**src/rtl/core/prr_div.sv**
```systemverilog
// ----------------------------------------------------------------------------
// prr_div
// Restoring divider, one quotient bit per cycle, floor result.
// ----------------------------------------------------------------------------
module prr_div #(
	parameter int unsigned NUM_W = 32,
	parameter int unsigned DEN_W = 11
) (
	input  logic                  clk,
	input  logic                  arst_n,
	input  logic                  start,
	input  logic [NUM_W-1:0]      num,
	input  logic [DEN_W-1:0]      den,
	output logic                  done,
	output logic [NUM_W-1:0]      quo
);

	localparam int unsigned CNT_W = $clog2(NUM_W);

	logic             run_q;
	logic             done_q;
	logic [CNT_W-1:0] cnt_q;
	logic [DEN_W-1:0] den_q;
	logic [DEN_W-1:0] rem_q;
	logic [NUM_W-1:0] quo_q;
	logic [DEN_W:0]   rem_sh;
	logic             fits;

	assign rem_sh = {rem_q, quo_q[NUM_W-1]};
	assign fits   = (rem_sh >= {1'b0, den_q});

	always_ff @(posedge clk or negedge arst_n) begin
		if (!arst_n) begin
			run_q  <= 1'b0;
			done_q <= 1'b0;
			cnt_q  <= '0;
		end else begin
			done_q <= 1'b0;
			if (start) begin
				run_q <= 1'b1;
				cnt_q <= '0;
			end else if (run_q) begin
				cnt_q <= cnt_q + 1'b1;
				if (cnt_q == CNT_W'(NUM_W - 1)) begin
					run_q  <= 1'b0;
					done_q <= 1'b1;
				end
			end
		end
	end

	always_ff @(posedge clk) begin
		if (start) begin
			den_q <= den;
			rem_q <= '0;
			quo_q <= num;
		end else if (run_q) begin
			rem_q <= fits ? DEN_W'(rem_sh - {1'b0, den_q}) : rem_sh[DEN_W-1:0];
			quo_q <= {quo_q[NUM_W-2:0], fits};
		end
	end

	assign done = done_q;
	assign quo  = quo_q;

endmodule
```
**config.mk**
```make
export PLATFORM = sky130hd
export DESIGN_NAME = prr_div
export DESIGN_NICKNAME = d
export VERILOG_FILES = /design/src/rtl/core/prr_div.sv
export SDC_FILE = /design/constraint.sdc
export NUM_CORES = 1
export LEC_CHECK = 0
export CAP_MARGIN = 20
export CORE_MARGIN = 3
export CORE_UTILIZATION = 45
export DETAILED_ROUTE_END_ITERATION = 12
export DONT_BUFFER_PORTS = 1
export GPL_ROUTABILITY_DRIVEN = 1
export GPL_TIMING_DRIVEN = 0
export HOLD_SLACK_MARGIN = 0.02
export PLACE_DENSITY_LB_ADDON = 0.12
export SYNTH_ARGS = -nofsm -noshare
export SYNTH_HDL_FRONTEND = slang
export SYNTH_SLANG_ARGS = --single-unit
```
**constraint.sdc**
```tcl
create_clock -name clk -period 3.05 [get_ports clk]
set_clock_uncertainty 0.15 [all_clocks]
set_input_delay 0.61 -clock clk [delete_from_list [all_inputs] [get_ports clk]]
set_output_delay 0.61 -clock clk [all_outputs]
set_load 0.05 [all_outputs]
```
### After elaboration in Yosys (flattened, before gate mapping)

Cells that the tools add are included.

* add/subtract/negate cells: 2
* order comparisons: 1
* equality and inequality tests: 1
* multiplexer cells: 11
* reductions and logical operators: 1

Operators with widths (number)
* $mux W32: 2
* $ge A12 B11 Y1: 1
* $mux W11: 1
* $sub A11 B11 Y11: 1
* $mux W5: 2
* $mux W1: 6
* $add A5 B1 Y5 const B: 1
* $eq A5 B5 Y1 const B: 1
* $reduce_bool A2 Y1: 1

* flip-flop bits (word level): 61
* bits of input ports: 46

### Logic depth before layout (Yosys ltp)

* depth after elaboration: 4
* gate-level depth with buffers: 10

### Least setup slack after synthesis

OpenSTA, ideal clock, no wires.

* path kind: flip-flop to flip-flop
* from: reg quo_q[31], in the netlist quo[31]
* to: reg rem_q[0]
* library setup time: 0.079 ns
* arrival: 2.472 ns
* data required time: 2.821 ns
* setup slack: 0.349 ns
* cell stages (with the launch flop): 10
* buffers on the path: 0
* period minus slack after synthesis: 2.701 ns
* cells stage by stage: edfxtp_1 -> inv_1 -> ha_1 -> fa_1 -> nor2b_1 -> o31a_1 -> o21ai_2 -> o21ai_4 -> mux2_4 -> a211oi_2

* word-level cells in the longest chain between the ends: 2
* elaborated cells on any way between the ends: 3
* those cells by class: add/sub: 1; order compare: 1; mux: 1

RTL lines
* start, declared: RTL line 25 `logic [NUM_W-1:0] quo_q;`
* start signal, assigned: RTL line 56 `quo_q <= num;`
* start signal, assigned: RTL line 59 `quo_q <= {quo_q[NUM_W-2:0], fits};`
* $sub A11 B11 Y11 or $ge A12 B11 Y1 (tied branches): RTL line 58, 30
* $mux W11 (*): RTL line 58 `rem_q <= fits ? DEN_W'(rem_sh - {1'b0, den_q}) : rem_sh[DEN_W-1:0];`
* end signal, assigned: RTL line 58
* end, declared: RTL line 24 `logic [DEN_W-1:0] rem_q;`

Every way passes the cells marked *; elsewhere a longest branch is shown, timed or not.
A chain may end at the register's enable or synchronous reset.

### Final worst setup path

* from: reg quo_q[31], in the netlist quo[31]
* to: reg quo_q[0], in the netlist quo[0], data pin

* word-level cells in the longest chain between the ends: 3

RTL lines
* $ge A12 B11 Y1: RTL line 30 `assign fits = (rem_sh >= {1'b0, den_q});`
* $mux W32: RTL line 57 `end else if (run_q) begin`
* $mux W32: RTL line 53 `if (start) begin`

Every way passes these cells. The select of a mux whose other input is x is not followed.

==> results.tsv <==
stage	metric	value	unit
drt	drt-pass1-iter-count	4	
finish	multi_input_area	0.001329	mm^2
die	die_area	0.007940	mm^2
grt	grt.total_usage	0.1504	
placed_design	dpl.cell_count	320	
setup_path	crit_type	reg2reg	
finish	regArea	0.001687	mm^2
finish	nNetsFinal	320	
die	die_w	89.11	um
run	max-cap-violations	0	
synth	synth_mux_area_frac	0.1465	
finish	fin_cells	342	
clocking	clk_path_buf_depth	2	
setup_path	end_kind	register	
finish	postLayoutCoreUtil	0.5347	
sta	finalCritPeriodShare	0.9676	
grt	grt_remaining_overflow	0	
sta	setup_viol	0	
setup_path	crit_chain	inv_2 > ha_1 > fa_2 > nor2b_2 > o31a_1 > o21ai_4 > o21ai_4 > clkbuf_16 > buf_4 > mux2_2	
drt	drc	0	
drt	antenna_left	0	
finish	drive_gt1_frac	0.2377	
drt	vias_per_cell	5.547	
synth	ys.flop_type	edfxtp_1	
setup_path	cp_data_arrival_time	2.89	ns
power_and_ir_drop	p_leak	1.384	nW
synth	synth_top_family_by_area	multiplexers	
synth	synth-seq-area-share	0.5427	
synth	synth_compound_area_frac	0.09662	
die	num_io_pins	79	
clocking	h-tree-depth	3	
setup_path	critPathSlowestCell	edfxtp_1	
drt	drt_iter0_drc	54	
finish	fill_cells	562	
setup_path	crit_required	2.99	ns
setup_path	cpPeakStageDelay	0.62	ns
placed_design	dp_hpwl	4136	um
grt	grt_max_degree	33	
synth	synthAdderAreaFrac	0.05878	
synth	synth-xor-area-share	0.02254	
clocking	cts_tree	done	
synth	synth_nets	303	
finish	final_cell_mix	43 x edfxtp_1, 32 x mux2_2, 21 x nor2_1	
synth	synth_edf_count	43	
synth	syn_area	0.003108	mm^2
grt	grt_pass1_vias	1807	
setup_path	cp-start-kind	register	
setup_path	crit_top_cell	o21ai_4	
grt	grt_pass1_wl	8935	um
synth	synthSimpleGateAreaFrac	0.09903	
synth	async_reset_ff_frac	0.1148	
synth	synth-seq-cells	61	
min_path	hp-class	in2reg	
clocking	clk_latency	0.34	ns
power_and_ir_drop	max-vdd-ir-drop	0.0003990	V
finish	syn_to_final_growth	12.36	%
clocking	cts-root-buf	clkbuf_8	
clocking	cts.clk_slew.worst_paths	0.07	ns
die	rows	29	
sta	rsz0062_at_grt	true	
sta	max_freq	338.9	MHz
die	die_h	89.11	um
synth	ys.warnings.count	0	
clocking	cts-buffers-inserted	9	
drt	drt_wl_total	5916	um
drt	via_count	1897	
clocking	clock-sinks	61	
synth	yosysUniqueCellTypes	48	
power_and_ir_drop	p_per_area	828.3	mW/mm^2
sta	fin_crit	2.951	ns
finish	final_common_cell	edfxtp_1	
sta	hold_viol_final	0	
placed_design	routabilityCongestion	0.7466	
sta	final.setup.tns	0	ns
synth	postSynthCellCount	243	
setup_path	critPathMaxFanout	6	
run_status	status	completed	
die	coreArea	0.006531	mm^2
sta	tightest_slew	0.7678	ns
finish	antenna_cells	0	
die	start_util	0.4759	
grt	antenna_found_initial	0	
placed_design	port_buffers	0	
sta	holdWs	0.2182	ns
sta	slew_headroom	0.4881	
synth	synth.avg_cell_area	12.79	um^2
drt	routedWlPerCell	17.30	um
sta	maxSlewViolCount	0	
## where the power goes
group	switching [mW]	leakage [nW]	total, mW	internal [mW]
Combinational	0.402	0.656	0.820	0.418
Clock	0.313	0.0990	0.765	0.452
Sequential	0.282	0.628	1.31	1.02
Total	0.997	1.38	2.89	1.90
## stage by stage
| stage | setup slack, ns | total power [mW] | area [um^2] |
|---|---|---|---|
| 6_report | 0.09894 | 2.892 | 3492 |
| 5_1_grt | -0.01396 | 3.047 | 3492 |
| 4_1_cts | 0.007575 | 2.845 | 3421 |
| 3_5_place_dp | 0.02781 | 2.072 | 3204 |
| 3_3_place_gp | 0.009385 | 2.065 | 3204 |
| 2_1_floorplan | 0.3485 | 1.924 | 3108 |
## layer usage
metal | vias to the layer above | GRT usage | wire length (um)
met4 | 0 | 0.07442 | 119
met2 | 49 | 0.2050 | 2668
met3 | 12 | 0.04793 | 286
met1 | 898 | 0.2145 | 2841
met5 | - | 0 | 0
li1 | 938 | - | -
## kinds of logic after synthesis
group | after synthesis
buffers and inverters | 25
adder cells (fa/ha/maj) | 14
AND/OR/NAND/NOR | 55
AO/OA/AOI/OAI | 39
multiplexers | 41
XOR/XNOR | 8
flip-flops | 61
## state kept, by name, indices dropped and copies added, names as in the netlist
signal and flops:
rem_q 11, den_q 11, run_q 1, done 1
cnt_q 5, quo 32
## synth_stat cells, drive strengths merged, types with 4 or more instances
master,instances,area [um^2]
buf,4,26.28
mux2i,8,80.08
ha,13,162.7
a211oi,8,65.06
edfxtp,43,1291
mux2,33,375.4
nor2,21,78.83
dfxtp,11,220.2
inv,14,52.55
o211ai,4,30.03
xnor2,6,52.55
nand2b,4,25.02
nand2,8,30.03
a21oi,5,25.02
dfrtp,7,175.2
clkbuf,7,26.28
o21ai,9,60.06
## critical path, delay by kind of cell, from the launching register on
| family | cells | cell delay, ns |
|---|---|---|
| mux | 1 | 0.24 |
| compound gates | 3 | 0.71 |
| simple gates | 1 | 0.05 |
| buf+inv | 3 | 0.46 |
| fa+ha+maj | 2 | 0.46 |
| flops | 1 | 0.62 |
## path summary, 6_finish.rpt
| path | from | end | slack, ns | cells after the start |
|---|---|---|---|---|
| setup / recovery | quo[31]$_DFFE_PP_ | quo[0]$_DFFE_PP_ | 0.1 | 10 |
| hold / removal | den[1] | den_q[1]$_DFFE_PP_ | 0.22 | 0 |
| setup reg to reg | quo[31]$_DFFE_PP_ | quo[0]$_DFFE_PP_ | 0.1 | 10 |
| hold reg to reg | rem_q[9]$_SDFFE_PP0P_ | rem_q[9]$_SDFFE_PP0P_ | 0.36 | 2 |
| max in group asynchronous | arst_n | run_q$_DFF_PN0_ | 2.02 | 1 |
| min in group asynchronous | arst_n | cnt_q[1]$_DFFE_PN0P_ | 0.47 | 1 |
## final cells by class
class / instances / share of cell area
buffer: 11 / 0.01612
clock buffer: 10 / 0.03655
clock inverter: 6 / 0.02257
inverter: 14 / 0.01505
multi-input combinational: 157 / 0.3805
sequential: 61 / 0.4830
tap: 77 / 0.02759
timing repair buffer: 6 / 0.01863
## what timing repair did
action / CTS / global route
hold endpoints to repair: 7 / 0
setup buffers: 0 / 4
resized for setup: 0 / 5
endpoints found under the setup margin: 0 / 11
hold buffers: 1 / 0
No activity file was read; power rests on OpenSTA's default activity.
